<file path="config.mk">
export PLATFORM = sky130hd
export DESIGN_NAME = brute_force_candidate_generator_flat
export DESIGN_NICKNAME = d
export VERILOG_FILES = /design/src/sv/bfcg_pkg.sv /design/src/sv/bfcg_in_if.sv /design/src/sv/bfcg_out_if.sv /design/src/sv/bfcg_cfg_if.sv /design/src/sv/bfcg_dict_mem.sv /design/src/sv/bfcg_div.sv /design/src/sv/brute_force_candidate_generator.sv /design/src/flat_wrapper.sv
export SDC_FILE = /design/constraint.sdc
export NUM_CORES = 2
export LEC_CHECK = 0
export BUFFER_PORTS_ARGS = -buffer_cell sky130_fd_sc_hd__buf_2
export CORE_MARGIN = 2
export CORE_UTILIZATION = 50
export CTS_BUF_LIST = sky130_fd_sc_hd__clkbuf_4 sky130_fd_sc_hd__clkbuf_8 sky130_fd_sc_hd__clkbuf_16
export CTS_CLUSTER_DIAMETER = 80
export DETAILED_ROUTE_END_ITERATION = 6
export PLACE_DENSITY = 0.65
export SYNTH_ARGS = -nofsm -noshare
export SYNTH_HDL_FRONTEND = slang
export SYNTH_HIERARCHICAL = 1
export SYNTH_SLANG_ARGS = --single-unit
</file>
<file path="constraint.sdc">
create_clock -name clk -period 5.7 [get_ports clk]
set_input_delay 0.855 -clock clk [delete_from_list [all_inputs] [get_ports clk]]
set_output_delay 0.855 -clock clk [all_outputs]
set_load 0.005 [all_outputs]
</file>
<file path="src/sv/bfcg_pkg.sv">
// Shared constants, codes and types of the candidate generator.
package bfcg_pkg;

  localparam int IDX_W      = 48;
  localparam int DICT_DEPTH = 256;
  localparam int DICT_AW    = $clog2(DICT_DEPTH);
  localparam int SYM_W      = 8;
  localparam int RADIX_W    = 9;
  localparam int POS_W      = 6;
  localparam int CNT_W      = $clog2(IDX_W);
  localparam int CFG_AW     = 2;

  localparam logic [0:0] REQ_WRITE = 1'b0;
  localparam logic [0:0] REQ_EMIT  = 1'b1;

  localparam logic [CFG_AW-1:0] CFG_SYMBOL_COUNT = 2'd0;
  localparam logic [CFG_AW-1:0] CFG_INDEX_LIMIT  = 2'd1;

  typedef enum logic [1:0] {
    S_IDLE,
    S_DIV,
    S_READ,
    S_EMIT
  } state_t;

endpackage

</file>
<file path="src/sv/bfcg_in_if.sv">
// Request channel: dictionary writes and candidate requests.
interface bfcg_in_if;
  logic                          valid;
  logic                          ready;
  logic                          req_type;
  logic [bfcg_pkg::DICT_AW-1:0]  dict_slot;
  logic [bfcg_pkg::SYM_W-1:0]    dict_symbol;

  modport source (output valid, req_type, dict_slot, dict_symbol, input ready);
  modport sink   (input valid, req_type, dict_slot, dict_symbol, output ready);
endinterface

</file>
<file path="src/sv/bfcg_out_if.sv">
// Result channel: one beat per candidate symbol or one done beat.
interface bfcg_out_if;
  logic                          valid;
  logic                          ready;
  logic [bfcg_pkg::SYM_W-1:0]    symbol;
  logic [bfcg_pkg::DICT_AW-1:0]  symbol_index;
  logic [bfcg_pkg::POS_W-1:0]    position;
  logic                          last;
  logic                          done_res;

  modport source (output valid, symbol, symbol_index, position, last, done_res,
                  input ready);
  modport sink   (input valid, symbol, symbol_index, position, last, done_res,
                  output ready);
endinterface

</file>
<file path="src/sv/bfcg_cfg_if.sv">
// Configuration write channel.
interface bfcg_cfg_if;
  logic                          valid;
  logic                          ready;
  logic [bfcg_pkg::CFG_AW-1:0]   addr;
  logic [bfcg_pkg::IDX_W-1:0]    data;

  modport source (output valid, addr, data, input ready);
  modport sink   (input valid, addr, data, output ready);
endinterface

</file>
<file path="src/sv/bfcg_dict_mem.sv">
// Dictionary memory: one write port, one registered read port.
module bfcg_dict_mem (
  input  logic                          clk,
  input  logic                          wr_en,
  input  logic [bfcg_pkg::DICT_AW-1:0]  wr_addr,
  input  logic [bfcg_pkg::SYM_W-1:0]    wr_data,
  input  logic                          rd_en,
  input  logic [bfcg_pkg::DICT_AW-1:0]  rd_addr,
  output logic [bfcg_pkg::SYM_W-1:0]    rd_data
);

  logic [bfcg_pkg::SYM_W-1:0] mem [bfcg_pkg::DICT_DEPTH];
  logic [bfcg_pkg::SYM_W-1:0] rd_data_r;

  always_ff @(posedge clk) begin
    if (wr_en) begin
      mem[wr_addr] <= wr_data;
    end
  end

  always_ff @(posedge clk) begin
    if (rd_en) begin
      rd_data_r <= mem[rd_addr];
    end
  end

  assign rd_data = rd_data_r;

endmodule

</file>
<file path="src/sv/bfcg_div.sv">
// Restoring divider: index value by radix, one quotient bit per cycle.
module bfcg_div (
  input  logic                          clk,
  input  logic                          rst_n,
  input  logic                          start,
  input  logic [bfcg_pkg::IDX_W-1:0]    dividend,
  input  logic [bfcg_pkg::RADIX_W-1:0]  divisor,
  output logic                          done,
  output logic [bfcg_pkg::IDX_W-1:0]    quotient,
  output logic [bfcg_pkg::RADIX_W-1:0]  remainder
);

  logic                          busy_r, busy_nxt;
  logic                          done_r, done_nxt;
  logic [bfcg_pkg::CNT_W-1:0]    cnt_r, cnt_nxt;
  logic [bfcg_pkg::IDX_W-1:0]    quo_r, quo_nxt;
  logic [bfcg_pkg::RADIX_W-1:0]  rem_r, rem_nxt;
  logic [bfcg_pkg::RADIX_W-1:0]  dvs_r, dvs_nxt;
  logic [bfcg_pkg::RADIX_W:0]    shifted;
  logic [bfcg_pkg::RADIX_W:0]    trial;

  assign shifted = {rem_r, quo_r[bfcg_pkg::IDX_W-1]};
  assign trial   = shifted - {1'b0, dvs_r};

  always_comb begin
    busy_nxt = busy_r;
    done_nxt = 1'b0;
    cnt_nxt  = cnt_r;
    quo_nxt  = quo_r;
    rem_nxt  = rem_r;
    dvs_nxt  = dvs_r;
    if (start) begin
      busy_nxt = 1'b1;
      cnt_nxt  = '0;
      quo_nxt  = dividend;
      rem_nxt  = '0;
      dvs_nxt  = divisor;
    end else if (busy_r) begin
      // subtract when the shifted remainder covers the divisor
      if (shifted >= {1'b0, dvs_r}) begin
        rem_nxt = trial[bfcg_pkg::RADIX_W-1:0];
        quo_nxt = {quo_r[bfcg_pkg::IDX_W-2:0], 1'b1};
      end else begin
        rem_nxt = shifted[bfcg_pkg::RADIX_W-1:0];
        quo_nxt = {quo_r[bfcg_pkg::IDX_W-2:0], 1'b0};
      end
      cnt_nxt = cnt_r + 1'b1;
      if (cnt_r == bfcg_pkg::CNT_W'(bfcg_pkg::IDX_W - 1)) begin
        busy_nxt = 1'b0;
        done_nxt = 1'b1;
      end
    end
  end

  always_ff @(posedge clk) begin
    if (!rst_n) begin
      busy_r <= 1'b0;
      done_r <= 1'b0;
      cnt_r  <= '0;
    end else begin
      busy_r <= busy_nxt;
      done_r <= done_nxt;
      cnt_r  <= cnt_nxt;
    end
  end

  always_ff @(posedge clk) begin
    quo_r <= quo_nxt;
    rem_r <= rem_nxt;
    dvs_r <= dvs_nxt;
  end

  assign done      = done_r;
  assign quotient  = quo_r;
  assign remainder = rem_r;

endmodule

</file>
<file path="src/sv/brute_force_candidate_generator.sv">
// Candidate generator top level: expands the running index into dictionary symbols.
// Each symbol passes through the divider (S_DIV), the dictionary read (S_READ) and
// the output beat (S_EMIT), which may stall on the sink; the next request is taken
// in the cycle after the last beat. A dictionary write produces no result beat and
// a done result a single beat; one request at a time.
// Synchronous active-low reset: index 1, radix 2, limit 1; dictionary is not cleared.
module brute_force_candidate_generator (
  input  logic  clk,
  input  logic  rst_n,
  bfcg_in_if.sink    in_ch,
  bfcg_out_if.source out_ch,
  bfcg_cfg_if.sink   cfg_ch
);

  bfcg_pkg::state_t state_r, state_nxt;

  logic [bfcg_pkg::IDX_W-1:0]    next_index_r, next_index_nxt;
  logic [bfcg_pkg::IDX_W-1:0]    index_limit_r;
  logic [bfcg_pkg::RADIX_W-1:0]  symbol_count_r;
  logic [bfcg_pkg::IDX_W-1:0]    val_r, val_nxt;
  logic [bfcg_pkg::DICT_AW-1:0]  digit_r, digit_nxt;
  logic [bfcg_pkg::POS_W-1:0]    pos_r, pos_nxt;
  logic [bfcg_pkg::SYM_W-1:0]    sym_r, sym_nxt;
  logic                          last_r, last_nxt;
  logic                          done_r, done_nxt;

  logic [bfcg_pkg::RADIX_W-1:0]  radix;
  logic [bfcg_pkg::RADIX_W-1:0]  digit_full;
  logic                          div_start;
  logic [bfcg_pkg::IDX_W-1:0]    div_dividend;
  logic                          div_done;
  logic [bfcg_pkg::IDX_W-1:0]    div_quo;
  logic [bfcg_pkg::RADIX_W-1:0]  div_rem;
  logic                          mem_wr_en;
  logic                          mem_rd_en;
  logic [bfcg_pkg::SYM_W-1:0]    mem_rd_data;
  logic                          in_fire;
  logic                          out_fire;

  // clamp the radix into the dictionary range
  always_comb begin
    if (symbol_count_r < bfcg_pkg::RADIX_W'(2)) begin
      radix = bfcg_pkg::RADIX_W'(2);
    end else if (symbol_count_r > bfcg_pkg::RADIX_W'(bfcg_pkg::DICT_DEPTH)) begin
      radix = bfcg_pkg::RADIX_W'(bfcg_pkg::DICT_DEPTH);
    end else begin
      radix = symbol_count_r;
    end
  end

  // (v-1) mod n from v mod n
  assign digit_full = (div_rem == '0) ? (radix - 1'b1) : (div_rem - 1'b1);

  assign in_ch.ready  = (state_r == bfcg_pkg::S_IDLE);
  assign in_fire      = in_ch.valid && in_ch.ready;
  assign out_ch.valid = (state_r == bfcg_pkg::S_EMIT);
  assign out_fire     = out_ch.valid && out_ch.ready;
  assign cfg_ch.ready = 1'b1;

  assign mem_wr_en    = in_fire && (in_ch.req_type == bfcg_pkg::REQ_WRITE);
  assign div_dividend = (state_r == bfcg_pkg::S_IDLE) ? next_index_r : val_r;

  always_comb begin
    state_nxt      = state_r;
    next_index_nxt = next_index_r;
    val_nxt        = val_r;
    digit_nxt      = digit_r;
    pos_nxt        = pos_r;
    sym_nxt        = sym_r;
    last_nxt       = last_r;
    done_nxt       = done_r;
    div_start      = 1'b0;
    mem_rd_en      = 1'b0;
    case (state_r)
      bfcg_pkg::S_IDLE: begin
        if (in_fire && (in_ch.req_type == bfcg_pkg::REQ_EMIT)) begin
          pos_nxt = '0;
          if (next_index_r >= index_limit_r) begin
            done_nxt  = 1'b1;
            sym_nxt   = '0;
            digit_nxt = '0;
            last_nxt  = 1'b0;
            state_nxt = bfcg_pkg::S_EMIT;
          end else begin
            done_nxt  = 1'b0;
            div_start = 1'b1;
            state_nxt = bfcg_pkg::S_DIV;
          end
        end
      end
      bfcg_pkg::S_DIV: begin
        if (div_done) begin
          mem_rd_en = 1'b1;
          digit_nxt = digit_full[bfcg_pkg::DICT_AW-1:0];
          val_nxt   = div_quo;
          state_nxt = bfcg_pkg::S_READ;
        end
      end
      bfcg_pkg::S_READ: begin
        sym_nxt   = mem_rd_data;
        last_nxt  = (val_r == '0);
        state_nxt = bfcg_pkg::S_EMIT;
      end
      bfcg_pkg::S_EMIT: begin
        if (out_fire) begin
          if (done_r) begin
            state_nxt = bfcg_pkg::S_IDLE;
          end else if (last_r) begin
            next_index_nxt = next_index_r + 1'b1;
            state_nxt      = bfcg_pkg::S_IDLE;
          end else begin
            // advance to the next symbol of the candidate
            pos_nxt   = pos_r + 1'b1;
            div_start = 1'b1;
            state_nxt = bfcg_pkg::S_DIV;
          end
        end
      end
      default: begin
        state_nxt = bfcg_pkg::S_IDLE;
      end
    endcase
  end

  always_ff @(posedge clk) begin
    if (!rst_n) begin
      state_r        <= bfcg_pkg::S_IDLE;
      next_index_r   <= bfcg_pkg::IDX_W'(1);
      symbol_count_r <= bfcg_pkg::RADIX_W'(2);
      index_limit_r  <= bfcg_pkg::IDX_W'(1);
      done_r         <= 1'b0;
      last_r         <= 1'b0;
    end else begin
      state_r      <= state_nxt;
      next_index_r <= next_index_nxt;
      done_r       <= done_nxt;
      last_r       <= last_nxt;
      if (cfg_ch.valid && cfg_ch.ready) begin
        case (cfg_ch.addr)
          bfcg_pkg::CFG_SYMBOL_COUNT: symbol_count_r <= cfg_ch.data[bfcg_pkg::RADIX_W-1:0];
          bfcg_pkg::CFG_INDEX_LIMIT:  index_limit_r  <= cfg_ch.data;
          default: ;
        endcase
      end
    end
  end

  always_ff @(posedge clk) begin
    val_r   <= val_nxt;
    digit_r <= digit_nxt;
    pos_r   <= pos_nxt;
    sym_r   <= sym_nxt;
  end

  assign out_ch.symbol       = sym_r;
  assign out_ch.symbol_index = digit_r;
  assign out_ch.position     = pos_r;
  assign out_ch.last         = last_r;
  assign out_ch.done_res     = done_r;

  bfcg_dict_mem u_dict (
    .clk     (clk),
    .wr_en   (mem_wr_en),
    .wr_addr (in_ch.dict_slot),
    .wr_data (in_ch.dict_symbol),
    .rd_en   (mem_rd_en),
    .rd_addr (digit_full[bfcg_pkg::DICT_AW-1:0]),
    .rd_data (mem_rd_data)
  );

  bfcg_div u_div (
    .clk       (clk),
    .rst_n     (rst_n),
    .start     (div_start),
    .dividend  (div_dividend),
    .divisor   (radix),
    .done      (div_done),
    .quotient  (div_quo),
    .remainder (div_rem)
  );

endmodule

</file>
<file path="src/flat_wrapper.sv">
// flat-port wrapper written by rule: the top's interface ports become plain ports
module brute_force_candidate_generator_flat 
  (clk, rst_n, in_ch_valid, in_ch_req_type, in_ch_dict_slot, in_ch_dict_symbol, in_ch_ready, out_ch_valid, out_ch_symbol, out_ch_symbol_index, out_ch_position, out_ch_last, out_ch_done_res, out_ch_ready, cfg_ch_valid, cfg_ch_addr, cfg_ch_data, cfg_ch_ready);
  bfcg_in_if in_ch_i ();
  bfcg_out_if out_ch_i ();
  bfcg_cfg_if cfg_ch_i ();
  input  logic clk;
  input  logic rst_n;
  input wire logic [$bits(in_ch_i.valid)-1:0] in_ch_valid;
  input wire logic [$bits(in_ch_i.req_type)-1:0] in_ch_req_type;
  input wire logic [$bits(in_ch_i.dict_slot)-1:0] in_ch_dict_slot;
  input wire logic [$bits(in_ch_i.dict_symbol)-1:0] in_ch_dict_symbol;
  output wire logic [$bits(in_ch_i.ready)-1:0] in_ch_ready;
  output wire logic [$bits(out_ch_i.valid)-1:0] out_ch_valid;
  output wire logic [$bits(out_ch_i.symbol)-1:0] out_ch_symbol;
  output wire logic [$bits(out_ch_i.symbol_index)-1:0] out_ch_symbol_index;
  output wire logic [$bits(out_ch_i.position)-1:0] out_ch_position;
  output wire logic [$bits(out_ch_i.last)-1:0] out_ch_last;
  output wire logic [$bits(out_ch_i.done_res)-1:0] out_ch_done_res;
  input wire logic [$bits(out_ch_i.ready)-1:0] out_ch_ready;
  input wire logic [$bits(cfg_ch_i.valid)-1:0] cfg_ch_valid;
  input wire logic [$bits(cfg_ch_i.addr)-1:0] cfg_ch_addr;
  input wire logic [$bits(cfg_ch_i.data)-1:0] cfg_ch_data;
  output wire logic [$bits(cfg_ch_i.ready)-1:0] cfg_ch_ready;
  assign in_ch_i.valid = in_ch_valid;
  assign in_ch_i.req_type = in_ch_req_type;
  assign in_ch_i.dict_slot = in_ch_dict_slot;
  assign in_ch_i.dict_symbol = in_ch_dict_symbol;
  assign in_ch_ready = in_ch_i.ready;
  assign out_ch_valid = out_ch_i.valid;
  assign out_ch_symbol = out_ch_i.symbol;
  assign out_ch_symbol_index = out_ch_i.symbol_index;
  assign out_ch_position = out_ch_i.position;
  assign out_ch_last = out_ch_i.last;
  assign out_ch_done_res = out_ch_i.done_res;
  assign out_ch_i.ready = out_ch_ready;
  assign cfg_ch_i.valid = cfg_ch_valid;
  assign cfg_ch_i.addr = cfg_ch_addr;
  assign cfg_ch_i.data = cfg_ch_data;
  assign cfg_ch_ready = cfg_ch_i.ready;
  brute_force_candidate_generator u_core (.clk(clk), .rst_n(rst_n), .in_ch(in_ch_i), .out_ch(out_ch_i), .cfg_ch(cfg_ch_i));
endmodule
</file>
==> results list <==
- Result of the run: finished, final reports clean
- Critical path cell sequence: or4_1 > nor2_1 > nor3_1 > a21oi_4 > buf_4 > buf_4 > buf_4 > mux4_2 > mux4_2 > nor2_1 > a2111oi_1 > nor3_1 > nor4_2
* Slack of the worst reg-to-reg path: 240 ps
- Period minus WS final: 5460 ps
- Flip-flop and latch count after synthesis: 2,309
- Total routed wirelength: 226,000 µm
* Clock slew seen by the registers of the worst setup and hold paths: 60 ps
* Number of global-route vias before repair: 47,400
- In this run, synthesis inferred 2,183 flip-flops with an integrated enable.
* Horizontal extent of the die: 433 µm
- Slew at the pin closest to its max-slew limit: 1360 ps
- Detailed routing inserted a total of 48,100 vias.
* Sequential share of power: 37.3%
- Dividing the detail-routed wire length by the instance count gives 29.2 µm.
- Final cycle utilization of the critical path: 95.8%
- Number of antenna-violating nets in the routed design: 0
- In this run the tool buffered the top-level ports with 97 buffer cells.
- Via density per instance: 6.20
- Data arrival time of the critical path: 6010 ps
* Area of the placeable core: 0.183 mm²
* Number of cells on the worst reg-to-reg path: 13
- In this run the critical register-to-register path is captured at u_core/u_dict/rd_data[0].
* Post-synth top area cell: sky130_fd_sc_hd__edfxtp_1
* DRC violations left: 0
- Leakage power total: 33.2 nW
* Worst Hold Endpoint: u_core/index_limit_r[24]
* Maximum frequency from static timing analysis: 183 MHz
- Number of standard cells after synthesis: 4,920
- Remaining global-route overflow: 0
* Clock buffer depth: 3
- TritonCTS clock tree: built
- Startpoint kind of the worst setup timing path: register
- Clock root buffer: sky130_fd_sc_hd__clkbuf_16
- Rows: 157
- Net count reported at finish: 5,230
* Critical path fanouts, max: 25
- 99 I/O pins were placed.
* Critical-path top delay cell: sky130_fd_sc_hd__nor3_1
* Effective utilization at floorplan: 50.3%
* Library cell with the highest instance count after synthesis: sky130_fd_sc_hd__edfxtp_1
- The share of total power dissipated in combinational logic is 33.3%.
- The share of total power dissipated in the clock network is 29.4%.
* Top cells by area, synth: sky130_fd_sc_hd__edfxtp_1 (71%), sky130_fd_sc_hd__mux4_2 (11%), sky130_fd_sc_hd__dfxtp_1 (2.7%)
* Setup Total Neg Slack: 0 ps
- Clock Latency Late Sink: 850 ps
* Wire length of the first global-routing pass: 330,000 µm
- In this run the power density over the cells is 498 mW/mm².
- Total routing usage reported by global routing: 24.1%
- After synthesis, flip-flops and latches occupy 73.9% of the total area.
- Most instantiated flip-flop cell in the synthesis netlist: sky130_fd_sc_hd__edfxtp_1
- The worst pin sits at a relative slew slack of 8.88%.
- H-Tree Level Count: 4
- On the final layout, the worst clock skew is 23.9 ps.
* Total number of clock tree sinks: 2,309
- Entering global routing, the biggest net connects 185 pins.
* Proportion of synthesized flip-flops having asynchronous set or reset: 0%
* HPWL reported at the end of detailed placement: 138,000 µm
* Worst supply voltage drop on vdd: 0.400 mV
- The final number of hold-violating endpoints came to 0.
* Most prevalent standard cell on the critical path: sky130_fd_sc_hd__buf_4
- Count of hold-fix buffers inserted at cts: 0
* Die ar.: 0.188 mm²
* Hold depth: 3
* Unrepaired setup endpoints after global routing: false
- A synthesized cell averages 18.7 µm².
- The share of synthesized area in the top cell type comes to 71.2%.
- Before CTS, the worst setup slack after placement is -104 ps.
* Number of fillers in the final layout: 13,800
- The tightest min-delay check is of the primary input to register type.
* Int Power: 34.2 mW
- Startpoint of the worst-slack reg-to-reg timing path: u_core/symbol_count_r[5]
* First-pass iteration count of the detailed router: 6
- Syn_nets: 5,058
- Relative to the synthesized area, the layout overhead comes to 12.0%.
* Crit-path max cell delay: 720 ps
* PnR worst setup slack: 242 ps
- Of the cells placed in the final design, the portion with a size suffix greater than 1 is 22.7%.
* Cell variety after synth: 84
- The worst setup path is captured at a register.
- Syn Std Cell Area: 0.0921 mm²
- The startpoint identified for the worst hold timing path is cfg_ch_data[24].
- The initial antenna violation count was 12.
- Worst endpoint required time: 6250 ps
- Initial DRC count: 5,471
* Number of maximum-capacitance constraint violations: 0
- The number of pins with negative max-slew slack in the final report is 0.
- In this run the power spent charging and discharging nets is 17.2 mW.
- Commonest cells post-synth: sky130_fd_sc_hd__edfxtp_1 (2,183), sky130_fd_sc_hd__mux4_2 (454), sky130_fd_sc_hd__nor2_1 (358), sky130_fd_sc_hd__a21oi_1 (188), sky130_fd_sc_hd__nand2_1 (174)
* Vertical die dimension: 433 µm
- Net switching is 33.5% of the power.
- Final setup viols: 0
- During synthesis, Yosys emitted a total of 6 warnings.
- The critical path is of the register to register type.
- The congestion estimate from routability-driven global placement came to 0.849.
- Buffers inserted during clock tree synthesis total 227.
cells in the final DEF (no fill, tap or decap), drive strengths merged, types with 30 or more instances in the layout:
master	n
ha	65
inv	81
nor4	51
clkbuf	285
clkinv	105
a21oi	189
nand2	174
mux2i	151
mux2	96
o221ai	48
o21ai	40
a22oi	134
xor2	30
nand4	40
mux4	456
dfxtp	126
nor2b	44
edfxtp	2183
nand3	68
nor3	36
nor2	358
buf	226
power by group through the flow:
stage | Sequential, mW | Combinational [mW] | Clock [mW]
floorplan | 19.5 | 10.4 | 0
global placement | 19.5 | 17.0 | 0
detailed placement | 19.5 | 17.0 | 0
CTS | 19.1 | 17.1 | 15.3
global route | 19.2 | 17.9 | 16.0
finish | 19.1 | 17.1 | 15.1
repair_timing:
| action | CTS | global route |
|---|---|---|
| gates resized for setup | 4 | 2 |
| setup buffers | 0 | 0 |
| setup endpoints to repair | 4 | 6 |
metrics by stage:
step	util [%]	power, mW	area [µm²]	hold WS, ps	instances
floorplan	-	29.9	92100	422	4920
global placement	52.2	36.5	95500	424	7327
detailed placement	52.2	36.5	95500	431	7327
CTS	56.4	51.6	103000	178	7749
global route	56.4	53.0	103000	206	7752
finish	56.4	51.4	103000	248	7753
worst max-delay path by stage:
| stage | startpoint | endpoint | cells after the start |
|---|---|---|---|
| floorplan | u_core/next_index_r[0] | u_core/u_div/quotient[0] | 11 |
| global placement | u_core/u_div/remainder[0] | u_core/u_dict/rd_data[0] | 13 |
| detailed placement | u_core/u_div/remainder[0] | u_core/u_dict/rd_data[1] | 12 |
| CTS | u_core/u_div/remainder[0] | u_core/u_dict/rd_data[0] | 12 |
| global route | u_core/symbol_count_r[5] | u_core/u_dict/rd_data[0] | 13 |
| finish | u_core/symbol_count_r[5] | u_core/u_dict/rd_data[0] | 13 |
layer usage:
layer  track usage, %  routed length, µm
met2             37.9             107000
met4             6.93               6250
met5                0                  7
met3             3.82              17900
met1             35.3              94600
cell type report:
type | instances | area, µm² | share of cell area [%]
flip-flops and latches | 2309 | 68100 | 66.0
multi-input cells | 2253 | 22300 | 21.6
clock inverters | 137 | 1390 | 1.35
inverters | 75 | 290 | 0.281
repair buffers | 226 | 1820 | 1.77
diodes | 4 | 10.0 | 0.00970
well taps | 2464 | 3080 | 2.99
clock buffers | 285 | 6220 | 6.03
registers in the layout (all words and copies together) (netlist names):
signal / flops
u_core/out_ch.last: 1
u_core/u_dict/rd_data: 8
u_core/out_ch.symbol: 8
u_core/val_r: 48
u_core/u_dict/mem: 2048
u_core/u_div/dvs_r: 9
u_core/out_ch.position: 6
u_core/u_div/busy_r: 1
u_core/state_r: 2
u_core/u_div/cnt_r: 6
u_core/out_ch.symbol_index: 8
u_core/u_div/done: 1
u_core/next_index_r: 48
u_core/u_div/quotient: 48
u_core/symbol_count_r: 9
u_core/u_div/remainder: 9
u_core/out_ch.done_res: 1
u_core/index_limit_r: 48
cell families (layout without fill, tap and decap cells):
| kind of cell | after synthesis | after routing | synth area share, % |
|---|---|---|---|
| xor gates and xnor gates | 53 | 53 | 0.504 |
| muxes | 703 | 703 | 14.0 |
| DFF | 2309 | 2309 | 73.9 |
| and+or+nand+nor | 874 | 874 | 4.53 |
| adders and majority gates | 66 | 66 | 0.905 |
| buffers and inverters | 358 | 723 | 2.11 |
| other | 1 | 5 | 0.00407 |
| AOI/OAI and AO/OA | 556 | 556 | 4.08 |
worst max-delay path: cells and delay by family (launching register included):
family,cells,cell delay [ps]
flops,1,350
simple gates,6,1820
compound gates,2,520
buf+inv,3,1380
mux,2,1050
Note: power is estimated with default switching activity, not from simulation.
